==> config.mk <==
export PLATFORM = sky130hd
export DESIGN_NAME = linked_thread_queue
export DESIGN_NICKNAME = d
export VERILOG_FILES = /design/src/rtl/lnkq_pkg.sv /design/src/rtl/lnkq_link_ram.sv /design/src/rtl/lnkq_update.sv /design/src/rtl/linked_thread_queue.sv
export SDC_FILE = /design/constraint.sdc
export NUM_CORES = 1
export LEC_CHECK = 0
export BUFFER_PORTS_ARGS = -buffer_cell sky130_fd_sc_hd__buf_2
export CAP_MARGIN = 20
export CORE_ASPECT_RATIO = 2
export CORE_UTILIZATION = 45
export CTS_CLUSTER_SIZE = 40
export DETAILED_ROUTE_END_ITERATION = 12
export PLACE_DENSITY_LB_ADDON = 0.05
export SYNTH_ARGS = -nofsm -noshare
export SYNTH_HDL_FRONTEND = slang
export SYNTH_SLANG_ARGS = --single-unit
==> constraint.sdc <==
create_clock -name clk -period 4.35 [get_ports clk]
set_input_delay 0.87 -clock clk [delete_from_list [all_inputs] [get_ports clk]]
set_output_delay 0.87 -clock clk [all_outputs]
set_load 0.02 [all_outputs]
==> src/rtl/lnkq_pkg.sv <==
// Shared constants, operation codes and types of the linked thread queue.
// Depends on nothing; imported by every module of the block.
`default_nettype none
package lnkq_pkg;
  localparam int SLOTS_DEF   = 16;
  localparam int SLOT_FW     = 4;
  localparam int COUNT_FW    = 5;
  localparam int IN_TDATA_W  = 8;
  localparam int IN_TUSER_W  = 1;
  localparam int OUT_TDATA_W = 16;

  localparam logic OP_APPEND = 1'b0;
  localparam logic OP_REMOVE = 1'b1;

  typedef struct packed {
    logic append_ok;
    logic remove_ok;
  } lnkq_status_t;
endpackage
`default_nettype wire

==> src/rtl/lnkq_link_ram.sv <==
// One link table: one write and one registered read per cycle.
// Depends on lnkq_pkg; the read register forwards a write to the same address.
`default_nettype none
module lnkq_link_ram #(
  parameter int SLOTS = lnkq_pkg::SLOTS_DEF
) (
  input  wire logic                     clk,
  input  wire logic                     we,
  input  wire logic [$clog2(SLOTS)-1:0] waddr,
  input  wire logic [$clog2(SLOTS)-1:0] wdata,
  input  wire logic                     re,
  input  wire logic [$clog2(SLOTS)-1:0] raddr,
  output logic      [$clog2(SLOTS)-1:0] rdata_r
);
  import lnkq_pkg::*;

  localparam int SW = $clog2(SLOTS);

  logic [SW-1:0] mem [SLOTS];

  always_ff @(posedge clk) begin
    if (we) begin
      mem[waddr] <= wdata;
    end
  end

  always_ff @(posedge clk) begin
    if (re) begin
      if (we && (waddr == raddr)) begin
        rdata_r <= wdata;
      end else begin
        rdata_r <= mem[raddr];
      end
    end
  end
endmodule
`default_nettype wire

==> src/rtl/lnkq_update.sv <==
// Next-state logic for one queue operation: checks, pointer and link updates.
// Depends on lnkq_pkg; purely combinational, fed by the stage and pointer registers.
`default_nettype none
module lnkq_update #(
  parameter int SLOTS = lnkq_pkg::SLOTS_DEF
) (
  input  wire logic                       op,
  input  wire logic [$clog2(SLOTS)-1:0]   slot_idx,
  input  wire logic                       slot_ok,
  input  wire logic                       slot_member,
  input  wire logic [$clog2(SLOTS)-1:0]   next_rd,
  input  wire logic [$clog2(SLOTS)-1:0]   prev_rd,
  input  wire logic [$clog2(SLOTS)-1:0]   head,
  input  wire logic [$clog2(SLOTS)-1:0]   tail,
  input  wire logic [$clog2(SLOTS+1)-1:0] count,
  output logic      [$clog2(SLOTS)-1:0]   head_nxt,
  output logic      [$clog2(SLOTS)-1:0]   tail_nxt,
  output logic      [$clog2(SLOTS+1)-1:0] count_nxt,
  output logic                            next_we,
  output logic      [$clog2(SLOTS)-1:0]   next_waddr,
  output logic      [$clog2(SLOTS)-1:0]   next_wdata,
  output logic                            prev_we,
  output logic      [$clog2(SLOTS)-1:0]   prev_waddr,
  output logic      [$clog2(SLOTS)-1:0]   prev_wdata,
  output lnkq_pkg::lnkq_status_t          status
);
  import lnkq_pkg::*;

  localparam int SW = $clog2(SLOTS);
  localparam int CW = $clog2(SLOTS + 1);

  logic          is_head;
  logic          is_tail;
  logic [SW-1:0] succ;
  logic [SW-1:0] pred;

  // Tail's next and head's prev are implied by the circular order.
  assign is_head = (slot_idx == head);
  assign is_tail = (slot_idx == tail);
  assign succ    = is_tail ? head : next_rd;
  assign pred    = is_head ? tail : prev_rd;

  always_comb begin
    status.append_ok = slot_ok && (op == OP_APPEND) && !slot_member && (count < CW'(SLOTS));
    status.remove_ok = slot_ok && (op == OP_REMOVE) && slot_member && (count != '0);
    head_nxt   = head;
    tail_nxt   = tail;
    count_nxt  = count;
    next_we    = 1'b0;
    next_waddr = tail;
    next_wdata = slot_idx;
    prev_we    = 1'b0;
    prev_waddr = slot_idx;
    prev_wdata = tail;
    if (status.append_ok) begin
      count_nxt = count + CW'(1);
      tail_nxt  = slot_idx;
      if (count == '0) begin
        head_nxt = slot_idx;
      end else begin
        next_we = 1'b1;
        prev_we = 1'b1;
      end
    end else if (status.remove_ok) begin
      count_nxt = count - CW'(1);
      if (count == CW'(1)) begin
        head_nxt = '0;
        tail_nxt = '0;
      end else begin
        next_we    = 1'b1;
        next_waddr = pred;
        next_wdata = succ;
        prev_we    = 1'b1;
        prev_waddr = succ;
        prev_wdata = pred;
        if (is_head) begin
          head_nxt = succ;
        end
        if (is_tail) begin
          tail_nxt = pred;
        end
      end
    end
  end
endmodule
`default_nettype wire

==> src/rtl/linked_thread_queue.sv <==
// Linked thread queue: ready-queue manager over a pool of thread slots.
// Depends on lnkq_pkg, lnkq_link_ram and lnkq_update.
//
// Input channel in_*: one transaction is one operation. in_tuser carries the
// opcode (append at tail or remove), in_tdata the slot index.
// Result channel out_*: one transaction per operation, in order, giving head,
// tail, count, empty flag and error flag after the operation.
// Two register stages, the input stage and the result register; one operation
// is taken every cycle while the receiver does not stall. The link tables are
// read as an operation enters the input stage, and the write of the operation
// in the update stage is forwarded into that read, so back-to-back operations
// on linked slots work.
// Reset empties the list at once: membership bits, head, tail and count clear;
// the link tables need no clearing since a stale entry is never used.
// When the receiver stalls, the result register holds, the input stage fills
// and then in_tready drops; no transaction is lost or repeated.
`default_nettype none
module linked_thread_queue #(
  parameter int SLOTS = lnkq_pkg::SLOTS_DEF
) (
  input  wire logic                             clk,
  input  wire logic                             rst_n,
  input  wire logic                             in_tvalid,
  output logic                                  in_tready,
  // [3:0] slot, [7:4] zero
  input  wire logic [lnkq_pkg::IN_TDATA_W-1:0]  in_tdata,
  // [0] opcode
  input  wire logic [lnkq_pkg::IN_TUSER_W-1:0]  in_tuser,
  output logic                                  out_tvalid,
  input  wire logic                             out_tready,
  // [3:0] head_slot, [7:4] tail_slot, [12:8] node_count, [13] list_empty,
  // [14] op_error, [15] zero
  output logic      [lnkq_pkg::OUT_TDATA_W-1:0] out_tdata
);
  import lnkq_pkg::*;

  localparam int SW = $clog2(SLOTS);
  localparam int CW = $clog2(SLOTS + 1);

  logic               a_v_r;
  logic               a_op_r;
  logic [SLOT_FW-1:0] a_slot_r;
  logic [SW-1:0]      next_rd_r;
  logic [SW-1:0]      prev_rd_r;

  logic [SW-1:0]      head_r;
  logic [SW-1:0]      tail_r;
  logic [CW-1:0]      count_r;
  logic [SLOTS-1:0]   member_r;

  logic               out_v_r;
  logic [OUT_TDATA_W-1:0] out_data_r;

  logic               in_fire;
  logic               b_fire;
  logic [SW-1:0]      rd_idx;
  logic [SW-1:0]      slot_idx;
  logic               slot_ok;
  logic               slot_member;

  logic [SW-1:0]      head_nxt;
  logic [SW-1:0]      tail_nxt;
  logic [CW-1:0]      count_nxt;
  logic               next_we;
  logic [SW-1:0]      next_waddr;
  logic [SW-1:0]      next_wdata;
  logic               prev_we;
  logic [SW-1:0]      prev_waddr;
  logic [SW-1:0]      prev_wdata;
  lnkq_status_t       status;

  logic               nxt_empty;
  logic               we_next;
  logic               we_prev;
  logic [OUT_TDATA_W-1:0] out_data_nxt;

  assign b_fire    = a_v_r && (!out_v_r || out_tready);
  assign in_tready = !a_v_r || b_fire;
  assign in_fire   = in_tvalid && in_tready;

  assign rd_idx      = SW'(in_tdata[SLOT_FW-1:0]);
  assign slot_idx    = SW'(a_slot_r);
  assign slot_ok     = (32'(a_slot_r) < 32'(SLOTS));
  assign slot_member = slot_ok && member_r[slot_idx];

  assign we_next = b_fire && next_we;
  assign we_prev = b_fire && prev_we;

  lnkq_link_ram #(.SLOTS(SLOTS)) u_next_ram (
    .clk     (clk),
    .we      (we_next),
    .waddr   (next_waddr),
    .wdata   (next_wdata),
    .re      (in_fire),
    .raddr   (rd_idx),
    .rdata_r (next_rd_r)
  );

  lnkq_link_ram #(.SLOTS(SLOTS)) u_prev_ram (
    .clk     (clk),
    .we      (we_prev),
    .waddr   (prev_waddr),
    .wdata   (prev_wdata),
    .re      (in_fire),
    .raddr   (rd_idx),
    .rdata_r (prev_rd_r)
  );

  lnkq_update #(.SLOTS(SLOTS)) u_update (
    .op          (a_op_r),
    .slot_idx    (slot_idx),
    .slot_ok     (slot_ok),
    .slot_member (slot_member),
    .next_rd     (next_rd_r),
    .prev_rd     (prev_rd_r),
    .head        (head_r),
    .tail        (tail_r),
    .count       (count_r),
    .head_nxt    (head_nxt),
    .tail_nxt    (tail_nxt),
    .count_nxt   (count_nxt),
    .next_we     (next_we),
    .next_waddr  (next_waddr),
    .next_wdata  (next_wdata),
    .prev_we     (prev_we),
    .prev_waddr  (prev_waddr),
    .prev_wdata  (prev_wdata),
    .status      (status)
  );

  assign nxt_empty = (count_nxt == '0);

  always_comb begin
    out_data_nxt        = '0;
    out_data_nxt[3:0]   = nxt_empty ? 4'd0 : 4'(head_nxt);
    out_data_nxt[7:4]   = nxt_empty ? 4'd0 : 4'(tail_nxt);
    out_data_nxt[12:8]  = COUNT_FW'(count_nxt);
    out_data_nxt[13]    = nxt_empty;
    out_data_nxt[14]    = !(status.append_ok || status.remove_ok);
  end

  always_ff @(posedge clk) begin
    if (!rst_n) begin
      a_v_r    <= 1'b0;
      out_v_r  <= 1'b0;
      head_r   <= '0;
      tail_r   <= '0;
      count_r  <= '0;
      member_r <= '0;
    end else begin
      if (in_fire) begin
        a_v_r <= 1'b1;
      end else if (b_fire) begin
        a_v_r <= 1'b0;
      end
      if (b_fire) begin
        out_v_r <= 1'b1;
        head_r  <= head_nxt;
        tail_r  <= tail_nxt;
        count_r <= count_nxt;
        if (status.append_ok) begin
          member_r[slot_idx] <= 1'b1;
        end else if (status.remove_ok) begin
          member_r[slot_idx] <= 1'b0;
        end
      end else if (out_tready) begin
        out_v_r <= 1'b0;
      end
    end
  end

  always_ff @(posedge clk) begin
    if (in_fire) begin
      a_op_r   <= in_tuser[0];
      a_slot_r <= in_tdata[SLOT_FW-1:0];
    end
    if (b_fire) begin
      out_data_r <= out_data_nxt;
    end
  end

  assign out_tvalid = out_v_r;
  assign out_tdata  = out_data_r;
endmodule
`default_nettype wire

Word-level counts from Yosys, hierarchy flattened
Memory sizes are Yosys's and may differ from the RTL's. A register that Yosys moved wholly into a read port is not among the register bits.
Cells that the tools add are included.
Widths: inputs -> output; s select.
{"block": "word_totals", "latch_bits": 0, "mem_bits_rw": 128, "inputBits": 13, "mem_bits_ro": 0, "word_cells": 81, "n_memories": 2, "out_inout_bits": 18, "register_bits": 51}
{"block": "classes", "div_mod_pow": 0, "mux": 35, "n_addsub": 2, "n_eq_ne": 3, "shift": 0, "bitwise_logic": 4, "n_reduce_logical": 22, "n_mul": 0, "n_lt_le_gt_ge": 3}
{"name": "u_next_ram.mem", "words": 16, "word_bits": 4, "read_ports": 1, "rd_ports_with_merged_regs": 1, "wr": 1, "line_no": "lnkq_link_ram.sv:19", "text": "logic [SW-1:0] mem [SLOTS];"}
{"name": "u_prev_ram.mem", "words": 16, "word_bits": 4, "read_ports": 1, "rd_ports_with_merged_regs": 1, "wr": 1, "line_no": "lnkq_link_ram.sv:19"}
{"cell": "$mux 4", "count": 17}
{"cell": "$mux 16", "count": 2}
{"cell": "$and 16x16->16", "count": 1}
{"cell": "$not 16->16", "count": 1}
{"cell": "$or 16x16->16", "count": 1}
{"cell": "$mux 1", "count": 12}
{"cell": "$logic_not 5->1", "count": 2}
{"cell": "$mux 5", "count": 2}
{"cell": "$eq 4x4->1", "count": 2}
{"cell": "$logic_and 1x1->1", "count": 8}
{"cell": "$reduce_bool 2->1", "count": 3}
{"cell": "$add 5x1->5 const B", "count": 1}
{"cell": "$eq 5x1->1 const B", "count": 1}
{"cell": "$lt 4x5->1 const B", "count": 1}
{"cell": "$lt 5x5->1 const B", "count": 1}
{"cell": "$reduce_bool 5->1", "count": 1}
{"cell": "$sub 5x1->5 const B", "count": 1}
{"cell": "$bmux 1 s4", "count": 1}
{"cell": "$demux 1 s4", "count": 1}
{"cell": "$ge 4x1->1 const B", "count": 1}
{"cell": "$logic_not 1->1", "count": 4}
{"cell": "$logic_or 1x1->1", "count": 3}
{"cell": "$reduce_and 2->1", "count": 1}
{"cell": "$not 1->1", "count": 1}

Longest topological paths before layout
{"block": "logic_depth", "word_depth": 9, "depth_mapped": 12}

Cells and area by module
Synthesis repeated with hierarchy kept, for this count alone.
{"block": "hier_totals", "cells_unflattened": 573, "area_unflattened_um2": 8684.6}
{"mod": "lnkq_link_ram", "seq_area_each_um2": 2042.0, "cells_each": 137, "area_each_um2": 2849.0, "n_inst": 2}
{"mod": "linked_thread_queue", "seq_area_each_um2": 1221.2, "cells_each": 182, "area_each_um2": 2095.8, "n_inst": 1}
{"mod": "lnkq_update", "seq_area_each_um2": 0.0, "cells_each": 117, "area_each_um2": 890.9, "n_inst": 1}

Worst setup path after synthesis
OpenSTA, ideal clock, no wires.
{"block": "synth_timing", "kind": "register to register", "startpoint": "register, netlist name count_r[0]", "endpoint": "register u_prev_ram.rdata_r[2] (read register of u_prev_ram.mem), data pin", "setup_time_ns": 0.260, "arrival_time_ns": 3.122, "n_path_buf": 1, "setup_slack_ns": 0.969, "period_less_slack_ns": 3.381, "stages_incl_launch_ff": 12, "path_cell_list": "dfxtp_1 inv_1 ha_1 or2_2 a21oi_1 nand3_4 and2_1 buf_2 o21ai_2 xor2_1 nor4_4 mux2_2"}
{"element": "end: declaration", "line_no": "lnkq_link_ram.sv:13", "text": "output logic [$clog2(SLOTS)-1:0] rdata_r"}

Worst setup path in the final report
{"block": "layout_timing", "startpoint": "register count_r[0]", "endpoint": "memory u_next_ram.mem[13][2] (netlist name), enable pin"}
{"element": "start: declaration", "line_no": "linked_thread_queue.sv:48", "text": "logic [CW-1:0] count_r;"}
{"element": "start signal: assignment", "line_no": "linked_thread_queue.sv:160", "text": "count_r <= count_nxt;"}
{"element": "branches (longest 3 deep; another with $lt 5x5->1)"}
{"element": "$mux 4 (*)", "line_no": "lnkq_update.sv:55", "text": "if (status.append_ok) begin"}
{"element": "via next_waddr[3]", "line_no": "linked_thread_queue.sv:65", "text": "logic [SW-1:0] next_waddr;"}
{"element": "end: declaration", "line_no": "lnkq_link_ram.sv:19"}
Mark *: on every way through the listed nets, which the timed path passes.

==> reports/results.ini <==
[detailed_routing]
avgRoutedWirePerCell_um=23.2
drt_wl_total_um=19200
antenna_left=0
vias=4864
first_pass_iters=7
route.detailed.drc=0
first_iter_violations=289
viasPerCell=5.88

[placed_design]
dpl.hpwl_um=14100
gp_congestion=0.905
dp.cells=795
io_buffers=25
preCtsSetupSlack_ns=0.523

[cells_and_area]
fin_cells=827
drive_above_1_share=0.245
syn2layout_area_growth_pct=12.3
fin_nets=615
finish.utilization=0.517
fillers=1554
antennaDiodeCount=0

[clock_tree]
clock_sinks=187
cts_resized=0
cts_setup_buffers=0
clkLatencyLatePin_ns=0.43
cts.hold.buffers_added=0
cts.path.max_buffers=2
cts_tree=built
cts_max_level=4
clk_pin_slew_worst_paths_ns=0.07
cts_buffers=17
cts-root-buf=clkbuf_16

[logic_synthesis]
avgSynthCellArea_um2=15.1
synth-edff-count=156
synth_warnings=0
synthFlopType=edfxtp_1
synthArstFlopShare=0
yosys.area_share.xor_xnor=0.0185
synth_fa_ha_area_frac=0.00591
synth_area_leader_cell=edfxtp_1
synth_area_leaders=edfxtp_1 55%, mux4_2 11%, dfxtp_1 7.3%
synth_common_cells=156 x edfxtp_1, 52 x nor2_1, 40 x mux4_2
synth.most_common_cell=edfxtp_1
netlist_area_um2=8470
syn_inst=559
syn_nets=576
synth_seq_cells=187
synth_compound_area_frac=0.0714
synth_top_area_frac=0.553
synth_top_family_by_area=multiplexers
synthDistinctLibCells=65
synth.area.mux_share=0.151
synthSimpleGateAreaFrac=0.101
ys_seq_area_frac=0.627

[setup_path]
crit_type=register to register
rr_worst_depth=10
reg2reg_to=u_next_ram.mem[13][2]$_DFFE_PP_
cp_max_fo=8
end_kind=register
crit-reg2reg-launch=count_r[0]$_SDFFE_PN0P_
worst_ep_arrival_time_ns=3.86
cp-start-kind=register
r2r_setup_slack_ns=0.55
cp.required_ns=4.41

[floorplan]
start_util=0.460
die_width_um=99.0
core_um2=18400
die_h_um=196
num_rows=70
die_area_um2=19400
io_pins=31

[sta]
layout_min_cycle_time_ns=3.80
min_period_over_period=0.874
final_max_slew_viol_count=0
relSlewSlack=0.462
tns_ns=0
setup-violations-final=0
rsz0062_at_grt=no
fmaxAchievable_mhz=263
skew_ns=0.0139
worst_pin_slew_ns=0.801
setup_ws_ns=0.547
finalHoldViolCount=0
whs_ns=0.467

[run]
cap_violations=0

[outcome]
outcome=finished clean

[power]
power_switching_share=0.226
comb_power_share=0.101
p_clk_frac=0.395
cell_internal_pwr_mw=3.11
p_leak_nw=3.24
p_seq_frac=0.504
pwr_density_cell_nw_per_um2=422
switching_power_uw=909
peakVddDrop_v=0.000374

[grt]
overflow=0
grt_max_degree=35
antenna_found_initial=0
grt_usage=0.216
grt_pass1_wl_um=29800
grt_pass1_vias=5226

[worst_hold_path]
hold_path.class=register to register
holdPathStages=2

## state kept, by name, summed over array words and instances, names as in the netlist, named ones only
name / flops
a_v_r: 1
u_prev_ram.mem: 64
u_next_ram.rdata_r: 4
u_prev_ram.rdata_r: 4
out_tvalid: 1
out_tdata: 15
count_r: 5
a_op_r: 1
u_next_ram.mem: 64
tail_r: 4
head_r: 4
a_slot_r: 4
## area by class of cell
class                           count  area (um2)  area share
Tap cell                          216         270      0.0284
Timing Repair Buffer               49         318      0.0334
Multi-Input combinational cell    328        2950       0.310
Clock buffer                       25         495      0.0521
Inverter                           15        61.3     0.00645
Sequential cell                   187        5310       0.558
Clock inverter                      7         114      0.0120
## logic make-up after synthesis
logic type,count (synthesis)
XOR/XNOR,17
buffers and inverters,44
flip-flops,187
AND/OR/NAND/NOR,155
other,1
adder cells (fa/ha/maj),4
multiplexers,73
AO/OA/AOI/OAI,78
## critical path, stage by stage (launching register included)
cell     delay (ns)
dfxtp_1        0.47
inv_1          0.14
ha_1           0.27
or2_2          0.31
a21oi_1        0.27
nand3_4        0.16
a21oi_4        0.37
mux2i_1        0.31
inv_1          0.41
nand3_1        0.21
nor3_1         0.52
## worst max-delay path by stage
stage               slack, ns  cells past startpoint                               to                     from
floorplan                0.97                     11  u_prev_ram.rdata_r[2]$_DFFE_PP_  count_r[0]$_SDFFE_PN0P_
CTS                      0.49                     10  u_next_ram.mem[13][2]$_DFFE_PP_  count_r[0]$_SDFFE_PN0P_
global placement         0.61                     10  u_next_ram.mem[13][2]$_DFFE_PP_  count_r[0]$_SDFFE_PN0P_
finish                   0.55                     10  u_next_ram.mem[13][2]$_DFFE_PP_  count_r[0]$_SDFFE_PN0P_
detailed placement       0.52                     10  u_next_ram.mem[13][2]$_DFFE_PP_  count_r[0]$_SDFFE_PN0P_
global route             0.30                     10  u_next_ram.mem[13][2]$_DFFE_PP_  count_r[0]$_SDFFE_PN0P_
## placed cells by master, fill, tap and decap left out, drive strengths merged, types with 3 or more instances in the layout
master  count
mux2       11
o41ai       3
o21ai      14
nand4       4
nand2      32
a22oi       7
and3        5
inv        14
a211oi      4
dfxtp      31
nor2       52
or2         3
ha          4
o31ai       9
clkbuf     25
clkinv      5
buf        49
o221ai      3
nor4        6
nand3      13
a222oi      5
edfxtp    156
xnor2      10
mux4       40
o311ai      3
bufinv      3
nor2b      12
mux2i      22
and2        5
o211ai     10
nand2b      6
xor2        7
a21oi      12
nor3       12
## power by group through the flow
stage               sequential, mW  combinational, mW  clock, mW
global placement              2.06              0.401          0
finish                        2.02              0.405       1.59
global route                  2.03              0.440       1.70
CTS                           2.02              0.410       1.63
detailed placement            2.06              0.408          0
floorplan                     2.06              0.279          0
## metrics by stage
stage | instance area, um2 | power (mW)
after global routing | 9510 | 4.17
final | 9510 | 4.02
after detailed placement | 8900 | 2.47
after global placement | 8900 | 2.46
after floorplan | 8470 | 2.34
after CTS | 9510 | 4.06
## layer usage
layer  share of wire  GRT usage  wire, um  vias to the layer above
li1                -          -         -                     2264
met4           0.053      0.148      1020                        0
met1            0.33      0.204      6290                     2419
met3           0.030     0.0395       575                       44
met2            0.59      0.411     11300                      137
met5               0          0         0                        -
Power figures use the tool's default switching activity.
